===== src/hdl/integer_literal_scanner_defines.svh =====
// Assertion macros used by the scanner core.
// Each macro expects a clock named clk and an active-low reset named rst_n.
`ifndef INTEGER_LITERAL_SCANNER_DEFINES_SVH
`define INTEGER_LITERAL_SCANNER_DEFINES_SVH

// The consequent must hold in the same cycle as the antecedent.
`define ILS_ASSERT_NOW(label, ante, cons, msg) \
    label: assert property (@(posedge clk) disable iff (!rst_n) (ante) |-> (cons)) \
        else $error(msg);

// The consequent must hold in the cycle after the antecedent.
`define ILS_ASSERT_NEXT(label, ante, cons, msg) \
    label: assert property (@(posedge clk) disable iff (!rst_n) (ante) |=> (cons)) \
        else $error(msg);

`endif


===== src/hdl/ils_pkg.sv =====
package ils_pkg;

    // Default digit limits of the four literal forms.
    localparam int DEF_MAX_BIN_DIGITS = 256;
    localparam int DEF_MAX_OCT_DIGITS = 24;
    localparam int DEF_MAX_HEX_DIGITS = 20;
    localparam int DEF_MAX_DEC_DIGITS = 20;

    // Base codes reported with a result.
    localparam logic [1:0] BASE_BIN = 2'd0;
    localparam logic [1:0] BASE_OCT = 2'd1;
    localparam logic [1:0] BASE_HEX = 2'd2;
    localparam logic [1:0] BASE_DEC = 2'd3;

    // Scan phases.
    typedef enum logic [3:0] {
        PH_IDLE   = 4'd0,
        PH_SIGNED = 4'd1,
        PH_ZERO   = 4'd2,
        PH_ZERO_B = 4'd3,
        PH_ZERO_X = 4'd4,
        PH_BIN    = 4'd5,
        PH_OCT    = 4'd6,
        PH_HEX    = 4'd7,
        PH_DEC    = 4'd8
    } phase_t;

    // One input word: a text character or the end-of-text mark.
    typedef struct packed {
        logic [7:0] ch;
        logic       at_end;
    } char_t;

    // One result word.
    typedef struct packed {
        logic        matched;
        logic        negative;
        logic [1:0]  base_code;
        logic [63:0] magnitude;
        logic [8:0]  length;
    } res_t;

    // Input register to scan core: a character that steps the scanner this cycle.
    typedef struct packed {
        logic  fire;
        char_t word;
    } step_t;

    // Scan core to result register: a finished result to load.
    typedef struct packed {
        logic valid;
        res_t word;
    } emit_t;

endpackage


===== src/hdl/ils_in_stage.sv =====
module ils_in_stage
(
    input  logic            clk,
    input  logic            rst_n,
    input  logic            char_valid,
    output logic            char_stall,
    input  ils_pkg::char_t  char_word,
    input  logic            res_free,
    output ils_pkg::step_t  step
);

    logic           valid_reg;
    logic           valid_next;
    ils_pkg::char_t word_reg;
    logic           advance;
    logic           accept;

    // The held character steps the scanner when the result register has room.
    assign advance    = valid_reg && res_free;
    assign char_stall = valid_reg && !advance;
    assign accept     = char_valid && !char_stall;

    always_comb
    begin
        if (accept)
        begin
            valid_next = 1'b1;
        end
        else if (advance)
        begin
            valid_next = 1'b0;
        end
        else
        begin
            valid_next = valid_reg;
        end
    end

    always_ff @(posedge clk or negedge rst_n)
    begin
        if (!rst_n)
        begin
            valid_reg <= 1'b0;
        end
        else
        begin
            valid_reg <= valid_next;
        end
    end

    // Payload register needs no reset.
    always_ff @(posedge clk)
    begin
        if (accept)
        begin
            word_reg <= char_word;
        end
    end

    assign step.fire = advance;
    assign step.word = word_reg;

endmodule


===== src/hdl/ils_core.sv =====
`include "integer_literal_scanner_defines.svh"

module ils_core
#(
    parameter int MAX_BIN_DIGITS = ils_pkg::DEF_MAX_BIN_DIGITS,
    parameter int MAX_OCT_DIGITS = ils_pkg::DEF_MAX_OCT_DIGITS,
    parameter int MAX_HEX_DIGITS = ils_pkg::DEF_MAX_HEX_DIGITS,
    parameter int MAX_DEC_DIGITS = ils_pkg::DEF_MAX_DEC_DIGITS
)
(
    input  logic           clk,
    input  logic           rst_n,
    input  ils_pkg::step_t step,
    output ils_pkg::emit_t emit
);

    localparam int MAX_BO  = (MAX_BIN_DIGITS > MAX_OCT_DIGITS) ? MAX_BIN_DIGITS
                                                               : MAX_OCT_DIGITS;
    localparam int MAX_HD  = (MAX_HEX_DIGITS > MAX_DEC_DIGITS) ? MAX_HEX_DIGITS
                                                               : MAX_DEC_DIGITS;
    localparam int CNT_MAX = (MAX_BO > MAX_HD) ? MAX_BO : MAX_HD;
    localparam int CNT_W   = $clog2(CNT_MAX + 1);

    localparam logic [CNT_W-1:0] LIM_BIN = CNT_W'(MAX_BIN_DIGITS);
    localparam logic [CNT_W-1:0] LIM_OCT = CNT_W'(MAX_OCT_DIGITS);
    localparam logic [CNT_W-1:0] LIM_HEX = CNT_W'(MAX_HEX_DIGITS);
    localparam logic [CNT_W-1:0] LIM_DEC = CNT_W'(MAX_DEC_DIGITS);
    localparam logic [CNT_W-1:0] LIM_TOP = CNT_W'(CNT_MAX);
    localparam logic [CNT_W-1:0] CNT_ONE = CNT_W'(1);

    localparam logic [7:0] CH_PLUS  = 8'h2B;
    localparam logic [7:0] CH_MINUS = 8'h2D;
    localparam logic [7:0] CH_DOT   = 8'h2E;
    localparam logic [7:0] CH_ZERO  = 8'h30;
    localparam logic [7:0] CH_ONE   = 8'h31;
    localparam logic [7:0] CH_NINE  = 8'h39;
    localparam logic [7:0] CH_UP_A  = 8'h41;
    localparam logic [7:0] CH_UP_E  = 8'h45;
    localparam logic [7:0] CH_UP_F  = 8'h46;
    localparam logic [7:0] CH_LO_A  = 8'h61;
    localparam logic [7:0] CH_LO_B  = 8'h62;
    localparam logic [7:0] CH_LO_E  = 8'h65;
    localparam logic [7:0] CH_LO_F  = 8'h66;
    localparam logic [7:0] CH_LO_X  = 8'h78;

    // Digit value with a flag that says whether the character is a digit.
    typedef struct packed {
        logic       ok;
        logic [3:0] val;
    } digit_t;

    function automatic digit_t bin_digit(input logic [7:0] c);
        digit_t d;
        d.ok  = (c == CH_ZERO) || (c == CH_ONE);
        d.val = {3'b000, c[0]};
        return d;
    endfunction

    function automatic digit_t dec_digit(input logic [7:0] c);
        digit_t d;
        d.ok  = (c >= CH_ZERO) && (c <= CH_NINE);
        d.val = c[3:0];
        return d;
    endfunction

    function automatic digit_t hex_digit(input logic [7:0] c);
        digit_t     d;
        logic [7:0] off;
        off = 8'd0;
        if ((c >= CH_ZERO) && (c <= CH_NINE))
        begin
            d.ok  = 1'b1;
            d.val = c[3:0];
        end
        else if ((c >= CH_LO_A) && (c <= CH_LO_F))
        begin
            off   = c - CH_LO_A + 8'd10;
            d.ok  = 1'b1;
            d.val = off[3:0];
        end
        else if ((c >= CH_UP_A) && (c <= CH_UP_F))
        begin
            off   = c - CH_UP_A + 8'd10;
            d.ok  = 1'b1;
            d.val = off[3:0];
        end
        else
        begin
            d.ok  = 1'b0;
            d.val = 4'd0;
        end
        return d;
    endfunction

    ils_pkg::phase_t  phase_reg, phase_next;
    logic [63:0]      acc_reg, acc_next;
    logic             minus_reg, minus_next;
    logic [CNT_W-1:0] count_reg, count_next;
    logic [8:0]       consumed_reg, consumed_next;

    logic [7:0]       ch;
    logic             at_end;
    logic             is_stop;
    digit_t           bdig, ddig, hdig;

    logic             go_start;
    logic             run_active;
    digit_t           run_dig;
    logic [CNT_W-1:0] run_limit;
    logic [1:0]       run_base;
    logic [63:0]      acc_scaled;

    logic             done;
    logic             done_ok;
    logic [1:0]       done_base;

    assign ch      = step.word.ch;
    assign at_end  = step.word.at_end;
    assign is_stop = (ch == CH_DOT) || (ch == CH_LO_E) || (ch == CH_UP_E);
    assign bdig    = bin_digit(ch);
    assign ddig    = dec_digit(ch);
    assign hdig    = hex_digit(ch);

    // Accumulator times the radix of the running digit form.
    always_comb
    begin
        unique case (run_base)
            ils_pkg::BASE_BIN: acc_scaled = {acc_reg[62:0], 1'b0};
            ils_pkg::BASE_OCT: acc_scaled = {acc_reg[60:0], 3'b000};
            ils_pkg::BASE_HEX: acc_scaled = {acc_reg[59:0], 4'b0000};
            default:           acc_scaled = {acc_reg[60:0], 3'b000}
                                          + {acc_reg[62:0], 1'b0};
        endcase
    end

    // Next scan state for the character in the input register.
    always_comb
    begin
        phase_next    = phase_reg;
        acc_next      = acc_reg;
        minus_next    = minus_reg;
        count_next    = count_reg;
        consumed_next = consumed_reg;
        done          = 1'b0;
        done_ok       = 1'b0;
        done_base     = ils_pkg::BASE_BIN;
        go_start      = 1'b0;
        run_active    = 1'b0;
        run_dig       = ddig;
        run_limit     = LIM_DEC;
        run_base      = ils_pkg::BASE_DEC;

        unique case (phase_reg)
            ils_pkg::PH_SIGNED:
            begin
                go_start = 1'b1;
            end
            ils_pkg::PH_ZERO:
            begin
                if (at_end)
                begin
                    done      = 1'b1;
                    done_ok   = 1'b1;
                    done_base = ils_pkg::BASE_DEC;
                end
                else if (ch == CH_LO_B)
                begin
                    phase_next = ils_pkg::PH_ZERO_B;
                end
                else if (ch == CH_LO_X)
                begin
                    phase_next = ils_pkg::PH_ZERO_X;
                end
                else if (ddig.ok)
                begin
                    acc_next      = {60'd0, ddig.val};
                    count_next    = CNT_ONE;
                    consumed_next = consumed_reg + 9'd1;
                    phase_next    = ils_pkg::PH_OCT;
                end
                else
                begin
                    done      = 1'b1;
                    done_ok   = !is_stop;
                    done_base = ils_pkg::BASE_DEC;
                end
            end
            ils_pkg::PH_ZERO_B:
            begin
                // A prefix letter without a digit falls back to decimal zero.
                if (at_end || !bdig.ok)
                begin
                    done      = 1'b1;
                    done_ok   = 1'b1;
                    done_base = ils_pkg::BASE_DEC;
                end
                else
                begin
                    acc_next      = {60'd0, bdig.val};
                    count_next    = CNT_ONE;
                    consumed_next = consumed_reg + 9'd2;
                    phase_next    = ils_pkg::PH_BIN;
                end
            end
            ils_pkg::PH_ZERO_X:
            begin
                if (at_end || !hdig.ok)
                begin
                    done      = 1'b1;
                    done_ok   = 1'b1;
                    done_base = ils_pkg::BASE_DEC;
                end
                else
                begin
                    acc_next      = {60'd0, hdig.val};
                    count_next    = CNT_ONE;
                    consumed_next = consumed_reg + 9'd2;
                    phase_next    = ils_pkg::PH_HEX;
                end
            end
            ils_pkg::PH_BIN:
            begin
                run_active = 1'b1;
                run_dig    = bdig;
                run_limit  = LIM_BIN;
                run_base   = ils_pkg::BASE_BIN;
            end
            ils_pkg::PH_OCT:
            begin
                run_active = 1'b1;
                run_dig    = ddig;
                run_limit  = LIM_OCT;
                run_base   = ils_pkg::BASE_OCT;
            end
            ils_pkg::PH_HEX:
            begin
                run_active = 1'b1;
                run_dig    = hdig;
                run_limit  = LIM_HEX;
                run_base   = ils_pkg::BASE_HEX;
            end
            ils_pkg::PH_DEC:
            begin
                run_active = 1'b1;
            end
            default:
            begin
                // Idle: an optional sign, then the first digit.
                if (at_end)
                begin
                    done = 1'b1;
                end
                else if ((ch == CH_PLUS) || (ch == CH_MINUS))
                begin
                    minus_next    = (ch == CH_MINUS);
                    consumed_next = 9'd1;
                    phase_next    = ils_pkg::PH_SIGNED;
                end
                else
                begin
                    go_start = 1'b1;
                end
            end
        endcase

        // First character of the digits after an optional sign.
        if (go_start)
        begin
            if (at_end)
            begin
                done = 1'b1;
            end
            else if (ch == CH_ZERO)
            begin
                consumed_next = consumed_reg + 9'd1;
                phase_next    = ils_pkg::PH_ZERO;
            end
            else if (ddig.ok)
            begin
                acc_next      = {60'd0, ddig.val};
                count_next    = CNT_ONE;
                consumed_next = consumed_reg + 9'd1;
                phase_next    = ils_pkg::PH_DEC;
            end
            else
            begin
                done = 1'b1;
            end
        end

        // Greedy digit run: take a digit below the limit, else check the follower.
        if (run_active)
        begin
            if (!at_end && run_dig.ok && (count_reg < run_limit))
            begin
                acc_next      = acc_scaled + {60'd0, run_dig.val};
                count_next    = count_reg + CNT_ONE;
                consumed_next = consumed_reg + 9'd1;
            end
            else
            begin
                done      = 1'b1;
                done_ok   = at_end || !is_stop;
                done_base = run_base;
            end
        end

        // A finished scan returns to idle with cleared state.
        if (done)
        begin
            phase_next    = ils_pkg::PH_IDLE;
            acc_next      = 64'd0;
            minus_next    = 1'b0;
            count_next    = '0;
            consumed_next = 9'd0;
        end
    end

    always_ff @(posedge clk or negedge rst_n)
    begin
        if (!rst_n)
        begin
            phase_reg    <= ils_pkg::PH_IDLE;
            acc_reg      <= 64'd0;
            minus_reg    <= 1'b0;
            count_reg    <= '0;
            consumed_reg <= 9'd0;
        end
        else if (step.fire)
        begin
            phase_reg    <= phase_next;
            acc_reg      <= acc_next;
            minus_reg    <= minus_next;
            count_reg    <= count_next;
            consumed_reg <= consumed_next;
        end
    end

    // Result word: a no-match carries all-zero fields.
    assign emit.valid          = step.fire && done;
    assign emit.word.matched   = done_ok;
    assign emit.word.negative  = done_ok && minus_reg;
    assign emit.word.base_code = done_ok ? done_base : ils_pkg::BASE_BIN;
    assign emit.word.magnitude = done_ok ? acc_reg : 64'd0;
    assign emit.word.length    = done_ok ? consumed_reg : 9'd0;

    `ILS_ASSERT_NEXT(a_done_to_idle, step.fire && done, phase_reg == ils_pkg::PH_IDLE, "scan did not return to idle after a result")
    `ILS_ASSERT_NOW(a_idle_clear, phase_reg == ils_pkg::PH_IDLE, (acc_reg == 64'd0) && (consumed_reg == 9'd0) && (count_reg == '0), "idle scanner holds stale state")
    `ILS_ASSERT_NOW(a_count_bound, 1'b1, count_reg <= LIM_TOP, "digit count beyond the largest limit")
    `ILS_ASSERT_NEXT(a_hold_idle, !step.fire, $stable(phase_reg) && $stable(acc_reg), "scan state moved without a character")

endmodule


===== src/hdl/ils_out_stage.sv =====
module ils_out_stage
(
    input  logic           clk,
    input  logic           rst_n,
    input  ils_pkg::emit_t emit,
    output logic           res_free,
    output logic           res_valid,
    input  logic           res_stall,
    output ils_pkg::res_t  res_word
);

    logic          valid_reg;
    logic          valid_next;
    ils_pkg::res_t word_reg;

    // The register can take a new result when empty or when its word leaves now.
    assign res_free = !valid_reg || !res_stall;

    always_comb
    begin
        if (emit.valid)
        begin
            valid_next = 1'b1;
        end
        else if (!res_stall)
        begin
            valid_next = 1'b0;
        end
        else
        begin
            valid_next = valid_reg;
        end
    end

    always_ff @(posedge clk or negedge rst_n)
    begin
        if (!rst_n)
        begin
            valid_reg <= 1'b0;
        end
        else
        begin
            valid_reg <= valid_next;
        end
    end

    always_ff @(posedge clk)
    begin
        if (emit.valid)
        begin
            word_reg <= emit.word;
        end
    end

    assign res_valid = valid_reg;
    assign res_word  = word_reg;

endmodule


===== src/hdl/integer_literal_scanner.sv =====
// Integer literal scanner: feed text one character per word on the char channel
// (at_end marks end of text) and it reports each literal it scans on the res
// channel: an optional sign, then binary (0b), octal (leading 0), hex (0x) or
// decimal digits, with matched, sign, base, magnitude modulo 2^64 and length.
// The character that decides a literal is consumed by it and one result word
// follows; the scanner then starts over. Each character moves in a single step
// between the input register and the result register, so one word is accepted
// every cycle while the result side keeps up; a result word is registered when
// its deciding character leaves the input register to step the scanner.
module integer_literal_scanner
#(
    parameter int MAX_BIN_DIGITS = ils_pkg::DEF_MAX_BIN_DIGITS,
    parameter int MAX_OCT_DIGITS = ils_pkg::DEF_MAX_OCT_DIGITS,
    parameter int MAX_HEX_DIGITS = ils_pkg::DEF_MAX_HEX_DIGITS,
    parameter int MAX_DEC_DIGITS = ils_pkg::DEF_MAX_DEC_DIGITS
)
(
    input  logic           clk,
    input  logic           rst_n,
    input  logic           char_valid,
    output logic           char_stall,
    input  ils_pkg::char_t char_word,
    output logic           res_valid,
    input  logic           res_stall,
    output ils_pkg::res_t  res_word
);

    ils_pkg::step_t step;
    ils_pkg::emit_t emit;
    logic           res_free;

    ils_in_stage u_in_stage
    (
        .clk        (clk),
        .rst_n      (rst_n),
        .char_valid (char_valid),
        .char_stall (char_stall),
        .char_word  (char_word),
        .res_free   (res_free),
        .step       (step)
    );

    ils_core
    #(
        .MAX_BIN_DIGITS (MAX_BIN_DIGITS),
        .MAX_OCT_DIGITS (MAX_OCT_DIGITS),
        .MAX_HEX_DIGITS (MAX_HEX_DIGITS),
        .MAX_DEC_DIGITS (MAX_DEC_DIGITS)
    )
    u_core
    (
        .clk   (clk),
        .rst_n (rst_n),
        .step  (step),
        .emit  (emit)
    );

    ils_out_stage u_out_stage
    (
        .clk       (clk),
        .rst_n     (rst_n),
        .emit      (emit),
        .res_free  (res_free),
        .res_valid (res_valid),
        .res_stall (res_stall),
        .res_word  (res_word)
    );

endmodule

===== config.mk =====
export PLATFORM = sky130hd
export DESIGN_NAME = integer_literal_scanner
export DESIGN_NICKNAME = d
export VERILOG_FILES = /design/src/hdl/ils_pkg.sv /design/src/hdl/ils_in_stage.sv /design/src/hdl/ils_core.sv /design/src/hdl/ils_out_stage.sv /design/src/hdl/integer_literal_scanner.sv
export VERILOG_INCLUDE_DIRS = /design/src /design/src/hdl
export SDC_FILE = /design/constraint.sdc
export NUM_CORES = 1
export LEC_CHECK = 0
export ABC_AREA = 1
export BUFFER_PORTS_ARGS = -buffer_cell sky130_fd_sc_hd__buf_4
export CAP_MARGIN = 10
export CORE_ASPECT_RATIO = 0.7
export CORE_MARGIN = 4
export CORE_UTILIZATION = 30
export CTS_BUF_LIST = sky130_fd_sc_hd__clkbuf_16
export DETAILED_ROUTE_END_ITERATION = 6
export PLACE_DENSITY = 0.47
export SLEW_MARGIN = 25
export SYNTH_ARGS = -nofsm -noshare
export SYNTH_HDL_FRONTEND = slang
export SYNTH_HIERARCHICAL = 1
export SYNTH_SLANG_ARGS = --single-unit

===== constraint.sdc =====
create_clock -name clk -period 8.99 [get_ports clk]
set_input_delay 1.3485 -clock clk [delete_from_list [all_inputs] [get_ports clk]]
set_output_delay 1.3485 -clock clk [all_outputs]
set_load 0.01 [all_outputs]

### After elaboration in Yosys (flattened, before gate mapping)

Cells that the tools add are included.
W data, S select, Z words.

* output and inout port bits: 79
* input bits: 13
* register bits: 175

* multiplexer cells: 107
* add/sub/neg operators: 9
* equal/unequal tests: 22
* magnitude comparators: 7
* reductions and logical operators: 34

Operator list (count)
* $mux W64: 13
* $pmux W64 S3: 2
* $mux W9: 28
* $add A64 B4 Y64: 1
* $add A64 B64 Y64: 1
* $mux W4: 13
* $eq A8 B6 Y1 const B: 5
* $pmux W9 S4: 1
* $eq A8 B7 Y1 const B: 4
* $mux W1: 30
* $pmux W9 S3: 1
* $add A9 B1 Y9 const B: 2
* $pmux W9 S2: 1
* $eq A4 B3 Y1 const B: 4
* $ge A8 B7 Y1 const B: 2
* $le A8 B7 Y1 const B: 2
* $mux W2: 8
* $pmux W4 S4: 1
* $mux W5: 3
* $pmux W2 S3: 2
* $logic_and A1 B1 Y1: 10
* $pmux W5 S2: 1
* $add A9 B2 Y9 const B: 1
* $lt A9 B9 Y1: 1
* 22 further kinds: 42

### Depth between registers and ports, before layout

* depth in word-level cells: 17
* depth in mapped cells: 33

### Modules after synthesis

The synthesis kept the hierarchy.

Modules (own cells, without submodules)
* ils_core: area each 15285.9 sq um, cells an instance 2864, times used 1, seq. area each 2177.1 sq um
* ils_out_stage: area each 2353.5 sq um, cells an instance 81, times used 1, seq. area each 2337.2 sq um
* ils_in_stage: area each 342.8 sq um, cells an instance 19, times used 1, seq. area each 295.3 sq um

### Least setup slack after synthesis

OpenSTA, ideal clock, no wires.

* path type: reg-to-reg
* start: register u_core.phase_reg[1]
* end: register u_out_stage.word_reg (netlist bit u_out_stage/res_word[0]), enable pin
* arrival time: 3.750 ns
* cell stages (with the launch flop): 20
* path slack: 4.809 ns
* period minus slack after synthesis: 4.181 ns
* path through: dfrtp_1 inv_2 nor2_2 nand2_2 buf_6 buf_2 buf_2 ha_1 o21ai_0 nand2_1 nand2_1 nand3_1 a21oi_1 nand3_2 nand2_1 nand3_1 nor2_1 inv_1 nand2_1 inv_1

RTL lines
* start: declaration: RTL line ils_core.sv:95 `ils_pkg::phase_t phase_reg, phase_next;`
* start signal: assignment: RTL line ils_core.sv:323 `phase_reg <= ils_pkg::PH_IDLE;`
* start signal: assignment: RTL line ils_core.sv:331 `phase_reg <= phase_next;`
* end signal: assignment: RTL line ils_out_stage.sv:51 `word_reg <= emit.word;`
* end: declaration: RTL line ils_out_stage.sv:14 `ils_pkg::res_t word_reg;`

==> impl_metrics.env <==
export IMPL_ant_nets=0
export IMPL_cts_buffers=17
export IMPL_critical_path_arrival_ps=5390
export IMPL_grtUsageMet3_pct=3.96
export IMPL_core_area_um2=58800
export IMPL_die_h_um=213
export IMPL_h_tree_depth=4
export IMPL_setup_tns_ps=0
export IMPL_synth_edf_count=86
export IMPL_area_growth_pct=11.0
export IMPL_syn_instance_count=2964
export IMPL_fin_ws_ps=3770
export IMPL_nets=3095
export IMPL_cts_hold_buf=0
export IMPL_hold_depth=2
export IMPL_row_count=74
export IMPL_drc=0
export IMPL_critPathRequiredTime_ps=9150
export IMPL_synth_simple_gate_area_share_pct=37.9
export IMPL_die_area_um2=64000
export IMPL_die_x_um=301
export IMPL_setup_viol=0
export IMPL_worst_pin_slew_ps=911
export IMPL_critPathSlowestCell="clkinv_2"
export IMPL_dr_pass1_iters=6
export IMPL_cap_violations=0
export IMPL_num_antenna_cells=0
export IMPL_syn_nets=3053
export IMPL_grtUsageMet2_pct=34.7
export IMPL_fillCellCount=6543
export IMPL_netlist_area_um2=18000
export IMPL_p_per_area_nw_per_um2=90.5
export IMPL_clock_path_buffers=2
export IMPL_preCtsSetupSlack_ps=3840
export IMPL_synth_async_reset_ratio_pct=50.9
export IMPL_drt_iter0_markers=2375
export IMPL_hold_path_class="reg2reg"
export IMPL_ys_seq_area_share_pct=26.7
export IMPL_crit_path_end_kind="flop"
export IMPL_synth_compound_area_share_pct=14.8
export IMPL_synth_warnings=6
export IMPL_critPathKind="reg2reg"
export IMPL_fin_crit_sh_pct=58.1
export IMPL_vias_per_cell=5.26
export IMPL_yosys_area_share_xor_xnor_pct=1.75
export IMPL_period_needed_ps=5220
export IMPL_io_buffers=91
export IMPL_yosysTopAreaCellShare_pct=19.2
export IMPL_grt_ovfl_total=0
export IMPL_clk_root_buffer_cell="clkbuf_16"
export IMPL_slew_headroom_pct=39.0
export IMPL_grt_util_all_layers_pct=24.2
export IMPL_synth_commonest_cells="919 x nand2_1, 528 x inv_1, 306 x nor2_1"
export IMPL_place_hpwl_mm=61.4
export IMPL_gp_congestion=0.939
export IMPL_cts_tree="yes"
export IMPL_largest_register_ffs=77
export IMPL_r2r_cells=16
export IMPL_path_cells="inv_2 -> nor2_4 -> nand2_4 -> clkinv_2 -> ha_1 -> nor3_1 -> nand3_1 -> a21oi_1 -> nand3_2 -> nand2_1 -> nand3_1 -> nor2_1 -> inv_1 -> nand2_1 -> clkinv_2 -> buf_4"
export IMPL_drt_wl_total_mm=78.5
export IMPL_avgSynthCellArea_um2=6.07
export IMPL_cts_setup_buffers=0
export IMPL_antenna_found_initial=0
export IMPL_ys_seq_elements=175
export IMPL_clock_skew_ps=19.1
export IMPL_synth_top_family_by_area="simple AND/OR/NAND/NOR gates"
export IMPL_grt_util_met1_pct=37.4
export IMPL_cts_resized=0
export IMPL_initial_core_util_pct=30.6
export IMPL_ys_flop_type="dfrtp_1"
export IMPL_finalHoldViolCount=0
export IMPL_clock_fmax_mhz=191
export IMPL_cp_start_kind="flop"
export IMPL_p_leak_nw=9.27
export IMPL_grt_pass1_wl_mm=117
export IMPL_busiest_layer="met1"
export IMPL_yosysMostFrequentCell="nand2_1"
export IMPL_fin_util_pct=34.0
export IMPL_vias=20100
export IMPL_drive_above_1_share_pct=7.19
export IMPL_synthMuxAreaShare_pct=0
export IMPL_ir_drop_v=0.000137
export IMPL_clkLatencyLatePin_ps=490
export IMPL_slew_viol_final=0
export IMPL_clk_pin_slew_worst_paths_ps=80
export IMPL_status="finished clean"
export IMPL_grt_pass1_vias=18300
export IMPL_yosysUniqueCellTypes=60
export IMPL_worstPathMaxFanout=45
export IMPL_critPathMaxStageDelay_ps=590
export IMPL_rsz0062_at_grt="no"
export IMPL_grt_max_degree=83
export IMPL_io_pins=92
export IMPL_wl_per_cell_um=20.6
export IMPL_synth_top_cell_by_area="nand2_1"
export IMPL_synthAdderAreaFrac_pct=5.37
export IMPL_clock_sinks=175
export IMPL_synth_area_top_cells="nand2_1 19%, edfxtp_1 14%, dfrtp_1 12%"
## metrics by stage
step	hold slack [ps]	instance area (µm²)	power, W	std cells
after CTS	520	20000	0.00183	3817
after global placement	502	19400	0.00106	3785
after floorplan	471	18000	0.000977	2964
after global routing	561	20000	0.00188	3817
after detailed placement	503	19400	0.00106	3785
final	513	20000	0.00181	3817
## where the power goes
group / switching [W] / internal (W)
clock network: 0.000395 / 0.000368
registers: 0.0000140 / 0.000882
logic: 0.0000970 / 0.0000497
total: 0.000506 / 0.00130
## worst max-delay path, delay by kind of cell (launching register included)
kind	cells	cell delay (ps)
fa+ha+maj	1	370
compound gates	1	190
flops	1	490
simple gates	9	1890
buf+inv	5	1880
## cells in the final DEF (no fill, tap or decap), types with 43 or more instances in the layout
master,instances
nand2_1,918
inv_1,525
nor2_1,306
nand3_1,216
a21oi_1,158
o21ai_0,120
buf_4,100
dfrtp_1,89
edfxtp_1,86
ha_1,74
nor3_1,46
nand4_1,43
o221ai_1,43
## metal layers
metal	part of all wire, %	vias to the layer above
met3	7.6	75
li1	-	9657
met5	0	-
met1	50	9569
met2	40	790
met4	2.1	0
## cells by family after synthesis
family | after synthesis
and+or+nand+nor | 1605
buffers and inverters | 625
AOI/OAI and AO/OA | 447
DFF | 175
adders and majority gates | 76
xor gates and xnor gates | 36
## final cells by class
cell class                 instances  area (µm²)  area share, %
clock inverter                    15         139          0.696
sequential                       175        4810           24.1
multi-input combinational       2164       10800           53.9
timing repair buffer             101         762           3.82
clock buffer                      17         425           2.13
tap                              798         998           5.00
inverter                         547        2060           10.3
## path summary, 6_finish.rpt
check / end / start / slack [ps]
hold / removal: u_core/minus_reg / u_core/minus_reg / 510
setup reg to reg: u_out_stage/res_word[50] / u_core/phase_reg[0] / 3770
hold reg to reg: u_core/minus_reg / u_core/minus_reg / 510
setup / recovery: u_out_stage/res_word[50] / u_core/phase_reg[0] / 3770
max in group asynchronous: u_core/acc_reg[60] / rst_n / 6970
min in group asynchronous: u_core/acc_reg[5] / rst_n / 870
Note: power is estimated with default switching activity, not from simulation.
